==> config.mk <==
export PLATFORM = sky130hd
export DESIGN_NAME = bank_mapper_scanline_irq_flat
export DESIGN_NICKNAME = d
export VERILOG_FILES = /design/src/rtl/bmsi_pkg.sv /design/src/rtl/bmsi_req_if.sv /design/src/rtl/bmsi_rsp_if.sv /design/src/rtl/bmsi_xlate.sv /design/src/rtl/bank_mapper_scanline_irq.sv /design/src/flat_wrapper.sv
export SDC_FILE = /design/constraint.sdc
export NUM_CORES = 1
export LEC_CHECK = 0
export BUFFER_PORTS_ARGS = -buffer_cell sky130_fd_sc_hd__buf_4
export CAP_MARGIN = 40
export CORE_ASPECT_RATIO = 1.2
export CORE_MARGIN = 2
export CORE_UTILIZATION = 40
export CTS_BUF_LIST = sky130_fd_sc_hd__clkbuf_2 sky130_fd_sc_hd__clkbuf_4 sky130_fd_sc_hd__clkbuf_8
export CTS_CLUSTER_DIAMETER = 120
export DETAILED_ROUTE_END_ITERATION = 16
export PLACE_DENSITY = 0.6
export SLEW_MARGIN = 20
export SYNTH_ARGS = -nofsm -noshare
export SYNTH_HDL_FRONTEND = slang
export SYNTH_SLANG_ARGS = --single-unit
==> constraint.sdc <==
create_clock -name clk -period 4.5 [get_ports clk]
set_clock_uncertainty 0.05 [all_clocks]
set_input_delay 0.45 -clock clk [delete_from_list [all_inputs] [get_ports clk]]
set_output_delay 0.45 -clock clk [all_outputs]
set_load 0.01 [all_outputs]
==> src/rtl/bmsi_pkg.sv <==
// shared types, register offsets and constants of the scanline irq bank mapper
`default_nettype none
package bmsi_pkg;

    typedef enum logic [1:0] {
        REQ_WRITE = 2'd0,
        REQ_PRG   = 2'd1,
        REQ_CHR   = 2'd2,
        REQ_TICK  = 2'd3
    } req_type_t;

    // register file offsets
    localparam logic [3:0] PRG_BLOCK_IDX = 4'h0;
    localparam logic [3:0] PRG_SLOT0_IDX = 4'h7;
    localparam logic [3:0] PRG_SLOT1_IDX = 4'h8;
    localparam logic [3:0] PRG_SLOT2_IDX = 4'h9;
    localparam logic [3:0] PRG_OUTER_IDX = 4'hA;
    localparam logic [3:0] PRG_MODE_IDX  = 4'hB;
    localparam logic [3:0] CHR_BLOCK_IDX = 4'h8;
    localparam logic [3:0] CHR_MASK_IDX  = 4'hA;

    // $4100 window aliases of the irq registers
    localparam logic [3:0] ALT_LATCH   = 4'h1;
    localparam logic [3:0] ALT_RELOAD  = 4'h2;
    localparam logic [3:0] ALT_DISABLE = 4'h3;
    localparam logic [3:0] ALT_ENABLE  = 4'h4;

    // {addr[15:13], addr[0]} codes of the command/data window
    localparam logic [3:0] HI_COMMAND = 4'b1000;
    localparam logic [3:0] HI_DATA    = 4'b1001;
    localparam logic [3:0] HI_MIRROR  = 4'b1010;
    localparam logic [3:0] HI_LATCH   = 4'b1100;
    localparam logic [3:0] HI_RELOAD  = 4'b1101;
    localparam logic [3:0] HI_DISABLE = 4'b1110;
    localparam logic [3:0] HI_ENABLE  = 4'b1111;

    localparam logic [11:0] CHR_WIN_HI = 12'h201;
    localparam logic [11:0] ALT_WIN_HI = 12'h410;

    localparam logic [7:0] CMD_KEEP_MASK  = 8'h38;
    localparam logic [7:0] CMD_WRITE_MASK = 8'hC7;
    localparam logic [7:0] LATCH_MASK     = 8'hFE;
    localparam logic [7:0] PRG_BASE_MASK  = 8'h3F;
    localparam logic [7:0] FULL_MASK      = 8'hFF;
    localparam logic [7:0] PRG_FIXED_2ND  = 8'hFE;
    localparam logic [7:0] PRG_FIXED_LAST = 8'hFF;
    localparam logic [8:0] VISIBLE_LAST   = 9'd239;

    typedef struct packed {
        logic [15:0][7:0] prg;
        logic [15:0][7:0] chr;
        logic [7:0]       command;
    } bank_view_t;

    typedef struct packed {
        req_type_t   req_type;
        logic [15:0] addr;
        logic [7:0]  data;
        logic [8:0]  scanline;
        logic        display_on;
    } req_item_t;

    typedef struct packed {
        logic [11:0] prg_bank;
        logic [14:0] chr_bank;
        logic        mirror_horizontal;
        logic        irq_line;
    } rsp_item_t;

    function automatic logic [2:0] chr_mask_shift(input logic [2:0] mode);
        logic [2:0] s;
        case (mode)
            3'd0:    s = 3'd0;
            3'd1:    s = 3'd1;
            3'd2:    s = 3'd2;
            3'd3:    s = 3'd0;
            3'd4:    s = 3'd3;
            3'd5:    s = 3'd4;
            3'd6:    s = 3'd5;
            default: s = 3'd0;
        endcase
        return s;
    endfunction

    // register targeted by a data write, selected by command bits 2:0
    function automatic logic [3:0] data_target(input logic [2:0] sel);
        logic [3:0] t;
        case (sel)
            3'd0:    t = 4'd6;
            3'd1:    t = 4'd7;
            3'd2:    t = 4'd2;
            3'd3:    t = 4'd3;
            3'd4:    t = 4'd4;
            3'd5:    t = 4'd5;
            3'd6:    t = PRG_SLOT0_IDX;
            default: t = PRG_SLOT1_IDX;
        endcase
        return t;
    endfunction

endpackage
`default_nettype wire

==> src/rtl/bmsi_req_if.sv <==
// request channel: one bus access or scanline tick per transfer
`default_nettype none
interface bmsi_req_if
    import bmsi_pkg::*;
();
    logic        valid;
    logic        ready;
    req_type_t   req_type;
    logic [15:0] addr;
    logic [7:0]  data;
    logic [8:0]  scanline;
    logic        display_on;

    modport source (output valid, req_type, addr, data, scanline, display_on, input ready);
    modport sink   (input valid, req_type, addr, data, scanline, display_on, output ready);
endinterface
`default_nettype wire

==> src/rtl/bmsi_rsp_if.sv <==
// result channel: translated banks, mirroring and irq level per transfer
`default_nettype none
interface bmsi_rsp_if
    import bmsi_pkg::*;
();
    logic        valid;
    logic        ready;
    logic [11:0] prg_bank;
    logic [14:0] chr_bank;
    logic        mirror_horizontal;
    logic        irq_line;

    modport source (output valid, prg_bank, chr_bank, mirror_horizontal, irq_line, input ready);
    modport sink   (input valid, prg_bank, chr_bank, mirror_horizontal, irq_line, output ready);
endinterface
`default_nettype wire

==> src/rtl/bmsi_xlate.sv <==
// program and pattern bank translation from the current register view
`default_nettype none
module bmsi_xlate
    import bmsi_pkg::*;
(
    input  bank_view_t  view,
    input  logic [15:0] addr,
    output logic [11:0] prg_bank,
    output logic [14:0] chr_bank
);
    logic [2:0]  prg_mode;
    logic [7:0]  prg_mask;
    logic [11:0] prg_block;
    logic [1:0]  prg_slot;
    logic [7:0]  prg_sel;
    logic [7:0]  chr_mask;
    logic [14:0] chr_block;
    logic [2:0]  chr_slot;
    logic [7:0]  chr_sel;

    always_comb
    begin
        prg_mode  = view.prg[PRG_MODE_IDX][2:0];
        prg_mask  = (prg_mode == 3'd7) ? FULL_MASK : (PRG_BASE_MASK >> prg_mode);
        prg_block = {view.prg[PRG_BLOCK_IDX][7:4], view.prg[PRG_OUTER_IDX] & ~prg_mask};
        prg_slot  = addr[14:13];
        // swap bit exchanges the first and third slots ($8000 and $C000)
        if (view.command[6] && !prg_slot[0])
            prg_slot = prg_slot ^ 2'd2;
        case (prg_slot)
            2'd0:    prg_sel = view.prg[PRG_SLOT0_IDX];
            2'd1:    prg_sel = view.prg[PRG_SLOT1_IDX];
            2'd2:    prg_sel = view.prg[PRG_MODE_IDX][6] ? view.prg[PRG_SLOT2_IDX]
                                                         : PRG_FIXED_2ND;
            default: prg_sel = PRG_FIXED_LAST;
        endcase
        // nothing is mapped below $8000
        prg_bank = addr[15] ? (prg_block | {4'd0, prg_sel & prg_mask}) : 12'd0;

        chr_mask  = FULL_MASK >> chr_mask_shift(view.chr[CHR_MASK_IDX][2:0]);
        chr_block = {view.prg[PRG_BLOCK_IDX][3:0], view.chr[CHR_BLOCK_IDX][6:4],
                     view.chr[CHR_MASK_IDX] & ~chr_mask};
        chr_slot  = addr[12:10] ^ {view.command[7], 2'b00};
        case (chr_slot)
            3'd0:    chr_sel = view.chr[6] & 8'hFE;
            3'd1:    chr_sel = view.chr[6] | 8'h01;
            3'd2:    chr_sel = view.chr[7] & 8'hFE;
            3'd3:    chr_sel = view.chr[7] | 8'h01;
            3'd4:    chr_sel = view.chr[2];
            3'd5:    chr_sel = view.chr[3];
            3'd6:    chr_sel = view.chr[4];
            default: chr_sel = view.chr[5];
        endcase
        // only the pattern area below $2000 translates
        chr_bank = (addr[15:13] == 3'd0) ? (chr_block | {7'd0, chr_sel & chr_mask}) : 15'd0;
    end
endmodule
`default_nettype wire

==> src/rtl/bank_mapper_scanline_irq.sv <==
// Cartridge bank mapper with scanline interrupt counter, top level.
// The req channel carries one item per transfer: a CPU register write, a CPU
// program translate, a video pattern translate or a scanline tick, chosen by
// req_type. The rsp channel returns exactly one result per item, in order:
// program bank, pattern bank, mirroring and the irq level after that item.
// An accepted item sits in the input register, where the register files are
// read and updated, and its result is then held in the output register,
// which offers it on rsp. One item is taken every cycle while the receiver
// keeps up. When the receiver stalls, the output register holds its result,
// the input register holds one more item and req.ready then drops until
// rsp moves. Reset clears all register files, the irq counter and its flags,
// and empties both pipeline registers; items are accepted from the first
// cycle after it.
`default_nettype none
module bank_mapper_scanline_irq
    import bmsi_pkg::*;
(
    input  logic        clk,
    input  logic        rst_n,
    bmsi_req_if.sink    req,
    bmsi_rsp_if.source  rsp
);
    logic             s1_valid_reg;
    req_item_t        s1_item_reg;
    logic             out_valid_reg;
    rsp_item_t        out_item_reg;
    rsp_item_t        out_item_next;
    logic             advance;

    logic [15:0][7:0] prg_regs_reg, prg_regs_next;
    logic [15:0][7:0] chr_regs_reg, chr_regs_next;
    logic [7:0]       command_reg, command_next;
    logic [7:0]       mirror_reg, mirror_next;
    logic [7:0]       latch_reg, latch_next;
    logic [7:0]       counter_reg, counter_next;
    logic             reload_reg, reload_next;
    logic             enable_reg, enable_next;
    logic             pending_reg, pending_next;

    bank_view_t       view;
    logic [11:0]      xl_prg;
    logic [14:0]      xl_chr;

    assign advance   = !out_valid_reg || rsp.ready;
    assign req.ready = !s1_valid_reg || advance;

    assign view = '{prg: prg_regs_reg, chr: chr_regs_reg, command: command_reg};

    bmsi_xlate u_xlate (
        .view     (view),
        .addr     (s1_item_reg.addr),
        .prg_bank (xl_prg),
        .chr_bank (xl_chr)
    );

    always_comb
    begin
        prg_regs_next = prg_regs_reg;
        chr_regs_next = chr_regs_reg;
        command_next  = command_reg;
        mirror_next   = mirror_reg;
        latch_next    = latch_reg;
        counter_next  = counter_reg;
        reload_next   = reload_reg;
        enable_next   = enable_reg;
        pending_next  = pending_reg;

        case (s1_item_reg.req_type)
            REQ_WRITE:
            begin
                if (s1_item_reg.addr[15:4] == CHR_WIN_HI)
                begin
                    chr_regs_next[s1_item_reg.addr[3:0]] = s1_item_reg.data;
                end
                else if (s1_item_reg.addr[15:4] == ALT_WIN_HI)
                begin
                    case (s1_item_reg.addr[3:0])
                        ALT_LATCH:   latch_next = s1_item_reg.data & LATCH_MASK;
                        ALT_RELOAD:  reload_next = 1'b1;
                        ALT_DISABLE:
                        begin
                            enable_next  = 1'b0;
                            pending_next = 1'b0;
                        end
                        ALT_ENABLE:  enable_next = 1'b1;
                        default:     prg_regs_next[s1_item_reg.addr[3:0]] = s1_item_reg.data;
                    endcase
                end
                else if (s1_item_reg.addr[15])
                begin
                    case ({s1_item_reg.addr[15:13], s1_item_reg.addr[0]})
                        HI_COMMAND:
                            command_next = (command_reg & CMD_KEEP_MASK)
                                         | (s1_item_reg.data & CMD_WRITE_MASK);
                        HI_DATA:
                        begin
                            if (command_reg[2:1] == 2'b11)
                                prg_regs_next[data_target(command_reg[2:0])] = s1_item_reg.data;
                            else
                                chr_regs_next[data_target(command_reg[2:0])] = s1_item_reg.data;
                        end
                        HI_MIRROR:  mirror_next = s1_item_reg.data;
                        HI_LATCH:   latch_next = s1_item_reg.data & LATCH_MASK;
                        HI_RELOAD:  reload_next = 1'b1;
                        HI_DISABLE:
                        begin
                            enable_next  = 1'b0;
                            pending_next = 1'b0;
                        end
                        HI_ENABLE:  enable_next = 1'b1;
                        default:    ;
                    endcase
                end
            end
            REQ_TICK:
            begin
                // counts only on visible lines with rendering enabled
                if (s1_item_reg.scanline <= VISIBLE_LAST && s1_item_reg.display_on)
                begin
                    if (counter_reg == 8'd0 || reload_reg)
                    begin
                        counter_next = latch_reg;
                        reload_next  = 1'b0;
                    end
                    else
                    begin
                        counter_next = counter_reg - 8'd1;
                    end
                    if (counter_reg != 8'd0 && counter_next == 8'd0 && enable_reg)
                        pending_next = 1'b1;
                end
            end
            default: ;
        endcase

        out_item_next.prg_bank          = (s1_item_reg.req_type == REQ_PRG) ? xl_prg : 12'd0;
        out_item_next.chr_bank          = (s1_item_reg.req_type == REQ_CHR) ? xl_chr : 15'd0;
        out_item_next.mirror_horizontal = mirror_next[0];
        out_item_next.irq_line          = pending_next;
    end

    always_ff @(posedge clk or negedge rst_n)
    begin
        if (!rst_n)
        begin
            s1_valid_reg  <= 1'b0;
            out_valid_reg <= 1'b0;
            prg_regs_reg  <= '0;
            chr_regs_reg  <= '0;
            command_reg   <= '0;
            mirror_reg    <= '0;
            latch_reg     <= '0;
            counter_reg   <= '0;
            reload_reg    <= 1'b0;
            enable_reg    <= 1'b0;
            pending_reg   <= 1'b0;
        end
        else
        begin
            if (req.ready)
                s1_valid_reg <= req.valid;
            if (s1_valid_reg && advance)
            begin
                prg_regs_reg  <= prg_regs_next;
                chr_regs_reg  <= chr_regs_next;
                command_reg   <= command_next;
                mirror_reg    <= mirror_next;
                latch_reg     <= latch_next;
                counter_reg   <= counter_next;
                reload_reg    <= reload_next;
                enable_reg    <= enable_next;
                pending_reg   <= pending_next;
                out_valid_reg <= 1'b1;
            end
            else if (rsp.ready)
            begin
                out_valid_reg <= 1'b0;
            end
        end
    end

    // payload registers, no reset
    always_ff @(posedge clk)
    begin
        if (req.ready && req.valid)
        begin
            s1_item_reg.req_type   <= req.req_type;
            s1_item_reg.addr       <= req.addr;
            s1_item_reg.data       <= req.data;
            s1_item_reg.scanline   <= req.scanline;
            s1_item_reg.display_on <= req.display_on;
        end
        if (s1_valid_reg && advance)
            out_item_reg <= out_item_next;
    end

    assign rsp.valid             = out_valid_reg;
    assign rsp.prg_bank          = out_item_reg.prg_bank;
    assign rsp.chr_bank          = out_item_reg.chr_bank;
    assign rsp.mirror_horizontal = out_item_reg.mirror_horizontal;
    assign rsp.irq_line          = out_item_reg.irq_line;

    // mapper state must not move while the held item waits on a stalled output
    a_state_hold: assert property (@(posedge clk) disable iff (!rst_n)
        s1_valid_reg && !advance |=> $stable(counter_reg) && $stable(pending_reg)
                                     && $stable(prg_regs_reg) && $stable(chr_regs_reg))
        else $error("mapper state changed during output stall");

    // the irq level can only be raised by a scanline tick
    a_irq_from_tick: assert property (@(posedge clk) disable iff (!rst_n)
        $rose(pending_reg) |-> $past(s1_valid_reg && advance)
                               && $past(s1_item_reg.req_type) == REQ_TICK)
        else $error("irq raised by a non-tick item");

    // a disabled counter never leaves a request pending
    a_irq_needs_enable: assert property (@(posedge clk) disable iff (!rst_n)
        !enable_reg |-> !pending_reg)
        else $error("irq pending while disabled");

    // the counter only moves on a tick leaving the input register
    a_counter_on_tick: assert property (@(posedge clk) disable iff (!rst_n)
        !$stable(counter_reg) |-> $past(s1_valid_reg && advance)
                                  && $past(s1_item_reg.req_type) == REQ_TICK)
        else $error("irq counter moved outside a tick");
endmodule
`default_nettype wire

==> src/flat_wrapper.sv <==
// flat-port wrapper written by rule: the top's interface ports become plain ports
module bank_mapper_scanline_irq_flat import bmsi_pkg::*;
  (clk, rst_n, req_valid, req_req_type, req_addr, req_data, req_scanline, req_display_on, req_ready, rsp_valid, rsp_prg_bank, rsp_chr_bank, rsp_mirror_horizontal, rsp_irq_line, rsp_ready);
  bmsi_req_if req_i ();
  bmsi_rsp_if rsp_i ();
  input  logic clk;
  input  logic rst_n;
  input wire logic [$bits(req_i.valid)-1:0] req_valid;
  input wire logic [$bits(req_i.req_type)-1:0] req_req_type;
  input wire logic [$bits(req_i.addr)-1:0] req_addr;
  input wire logic [$bits(req_i.data)-1:0] req_data;
  input wire logic [$bits(req_i.scanline)-1:0] req_scanline;
  input wire logic [$bits(req_i.display_on)-1:0] req_display_on;
  output wire logic [$bits(req_i.ready)-1:0] req_ready;
  output wire logic [$bits(rsp_i.valid)-1:0] rsp_valid;
  output wire logic [$bits(rsp_i.prg_bank)-1:0] rsp_prg_bank;
  output wire logic [$bits(rsp_i.chr_bank)-1:0] rsp_chr_bank;
  output wire logic [$bits(rsp_i.mirror_horizontal)-1:0] rsp_mirror_horizontal;
  output wire logic [$bits(rsp_i.irq_line)-1:0] rsp_irq_line;
  input wire logic [$bits(rsp_i.ready)-1:0] rsp_ready;
  assign req_i.valid = req_valid;
  assign req_i.req_type = req_req_type;
  assign req_i.addr = req_addr;
  assign req_i.data = req_data;
  assign req_i.scanline = req_scanline;
  assign req_i.display_on = req_display_on;
  assign req_ready = req_i.ready;
  assign rsp_valid = rsp_i.valid;
  assign rsp_prg_bank = rsp_i.prg_bank;
  assign rsp_chr_bank = rsp_i.chr_bank;
  assign rsp_mirror_horizontal = rsp_i.mirror_horizontal;
  assign rsp_irq_line = rsp_i.irq_line;
  assign rsp_i.ready = rsp_ready;
  bank_mapper_scanline_irq u_core (.clk(clk), .rst_n(rst_n), .req(req_i), .rsp(rsp_i));
endmodule
==> results.cfg <==
[run_status]
run_status = finished, final reports clean

[cells_and_area]
largest_reg_flops = 57
final_cell_area_mm2 = 0.00977
area_delta_synth_final_pct = 13.0
fill_cells = 1905
final_cell_mix = sky130_fd_sc_hd__dfrtp_1, sky130_fd_sc_hd__mux2_2, sky130_fd_sc_hd__buf_4
ratio_of_cells_with_drive_above_1_in_the_final_layout = 0.303
most_common_cell_after_layout_fill_and_taps_aside = sky130_fd_sc_hd__dfrtp_1
finish.net_count = 791
insertedDiodeCount = 0

[logic_synthesis]
syn_area_per_cell_um2 = 12.5
synthXorXnorAreaFrac = 0.00710
ys_types = 59
synth_fa_ha_area_frac = 0.00869
synth_async_sr_flop_share = 0.676
synth_top_family_by_area = multiplexers
yosysSeqAreaShare = 0.580
synth.mux.area_fraction = 0.174
ys.warnings.count = 0
synth-edff-count = 61
yosys_register_bits = 188
synth-main-ff-cell = sky130_fd_sc_hd__dfrtp_1
synthesis.area_mm2 = 0.00864
postSynthNetCount = 739
synth-simple-area-share = 0.125
synthCells = 693
synth-compound-area-share = 0.0756

[drt]
routed-via-count = 5541
first_pass_iteration_count_of_the_detailed_router = 5
wire_length_reported_by_the_detailed_router_um = 19400
route.antenna.remaining_nets = 0
average_wire_per_cell_in_the_routed_design_um = 18.9
post-route-drc-count = 0
initialDrtViolationCount = 429
avgViaCountPerCell = 5.39

[critical_path]
setup.worst_path.end_class = flip-flop
path_buf_inv = 0
worstPathArrival_ps = 3570
worstRegToRegCells = 6
required_ps = 4810
crit_path_top_delay_cell = sky130_fd_sc_hd__edfxtp_1
worst_path_dominant_cell_family = simple AND/OR/NAND/NOR gates
timing.critical_path.depth = 6
path_max_fanout = 15
timing.critical_path.cells = nor4_1 -> and3_1 -> a21oi_1 -> or2_1 -> or3_1 -> mux2_4
timing_worst_setup_path_type = flip-flop to flip-flop
startpoint_type = flip-flop
critical_path.max_stage_delay_ps = 620

[worst_hold_path]
whs_path_depth = 1
worstHoldPathType = input pin to flip-flop

[floorplanning]
rows = 58
initial_core_utilization = 0.409
die_area_mm2 = 0.0228
coreArea_mm2 = 0.0211
die_h_um = 165
die_x_um = 138
pin_count = 71

[timing]
final-hold-violation-count = 0
slew-limit-headroom = 0.497
worst_pin_slew_ps = 754
fmax_mhz = 306
rsz_0062_raised_after_global_routing = false
finalWorstPathRequiredPeriod_ps = 3260
finalHoldWorstSlack_ps = 99.4
totalNegativeSetupSlack_ps = 0
final.period_utilization = 0.725
drv_slew = 0
setup_ws_ps = 1240
setup_violations = 0

[clock_tree]
cts_tree = yes
source_to_sink_clock_delay_at_the_later_pin_of_the_worst_skew_pair_ps = 470
cts_inserted_buffers = 17
ctsRootBufferMaster = sky130_fd_sc_hd__clkbuf_8
cts_resized = 0
register_clock_pin_slew_on_the_reported_worst_setup_and_hold_paths_ps = 90
clock_sink_count = 188
cts.path.max_buffers = 2
htreeDepth = 4

[place]
place_hpwl_um = 13200
placement.cell_area_mm2 = 0.00936
routabilityCongestion = 0.914
placement.setup.worst_slack_ps = 1230
placement.io_buffers = 66

[global_routing]
track_usage = 0.177
first_pass_grt_wire_length_um = 31500
grt_overflow = 0
maximum_number_of_pins_on_one_net_before_global_route_repair = 66
grt_pass1_vias = 5822
grt_antenna_before_repair = 0

[pwr]
leakage_nw = 4.30
design_power_total_mw = 3.60
vdd_ir_drop_max_mv = 0.213
powerDensity_mw_per_mm2 = 368

[job]
maxCapViolations = 0
## final timing paths
check | start | endpoint | slack (ps)
min in group asynchronous | rst_n | u_core.counter_reg[0] | 290
max in group asynchronous | rst_n | u_core.prg_regs_reg[87] | 3200
max reg2reg | u_core.s1_item_reg[33] | u_core.chr_regs_reg[57] | 1240
min | req_addr[15] | u_core.s1_item_reg[33] | 100
max | u_core.s1_item_reg[33] | u_core.chr_regs_reg[57] | 1240
min reg2reg | u_core.mirror_reg[0] | u_core.mirror_reg[0] | 430
## area by class of cell
cell class	count	area [um^2]	share of cell area
multi-input combinational	444	3370	0.346
tap	270	338	0.0346
sequential	188	5010	0.513
inverter	16	60.1	0.00615
clock buffer	17	234	0.0240
timing repair buffer	78	626	0.0641
clock inverter	15	124	0.0127
## synth_stat cells, types with 14 or more instances
master | number | area [um^2]
sky130_fd_sc_hd__clkbuf_1 | 35 | 131
sky130_fd_sc_hd__a21oi_1 | 28 | 140
sky130_fd_sc_hd__nand2_1 | 49 | 184
sky130_fd_sc_hd__nor2_1 | 39 | 146
sky130_fd_sc_hd__nand3_1 | 16 | 80.1
sky130_fd_sc_hd__mux2_2 | 102 | 1150
sky130_fd_sc_hd__mux2i_1 | 14 | 140
sky130_fd_sc_hd__o21ai_0 | 34 | 170
sky130_fd_sc_hd__and3_1 | 14 | 87.6
sky130_fd_sc_hd__dfrtp_1 | 127 | 3180
sky130_fd_sc_hd__edfxtp_1 | 61 | 1830
sky130_fd_sc_hd__inv_1 | 16 | 60.1
## kinds of logic after synthesis
group | count (synthesis)
mux | 128
simple gates | 197
compound gates | 106
flops | 188
buf+inv | 61
xor+xnor | 7
fa+ha+maj | 6
## report_power, final
part / internal, mW / switching, mW / total [mW] / leakage [nW]
Sequential: 1.87 / 0.147 / 2.02 / 2.31
Combinational: 0.242 / 0.295 / 0.537 / 1.82
Clock: 0.435 / 0.604 / 1.04 / 0.173
Total: 2.55 / 1.05 / 3.60 / 4.30
## layer usage
| metal | GRT usage | up-vias | part of all wire | wire, um |
|---|---|---|---|---|
| met5 | 0 | - | 0 | 0 |
| met4 | 0.0705 | 0 | 0.018 | 351 |
| met3 | 0.0313 | 21 | 0.032 | 615 |
| met2 | 0.300 | 110 | 0.50 | 9690 |
| met1 | 0.228 | 2799 | 0.45 | 8720 |
| li1 | - | 2611 | - | - |
## stage by stage
step / util / instances
final: 0.462 / 1028
after global routing: 0.462 / 1028
after CTS: 0.461 / 1026
after detailed placement: 0.443 / 993
after global placement: 0.441 / 990
after floorplan: - / 693
## repair_timing
| action | in CTS | in global routing |
|---|---|---|
| hold buffers | 1 | 0 |
| endpoints found under the hold margin | 9 | 0 |
| setup buffers | 0 | 0 |
(Power assumes the default switching activity.)
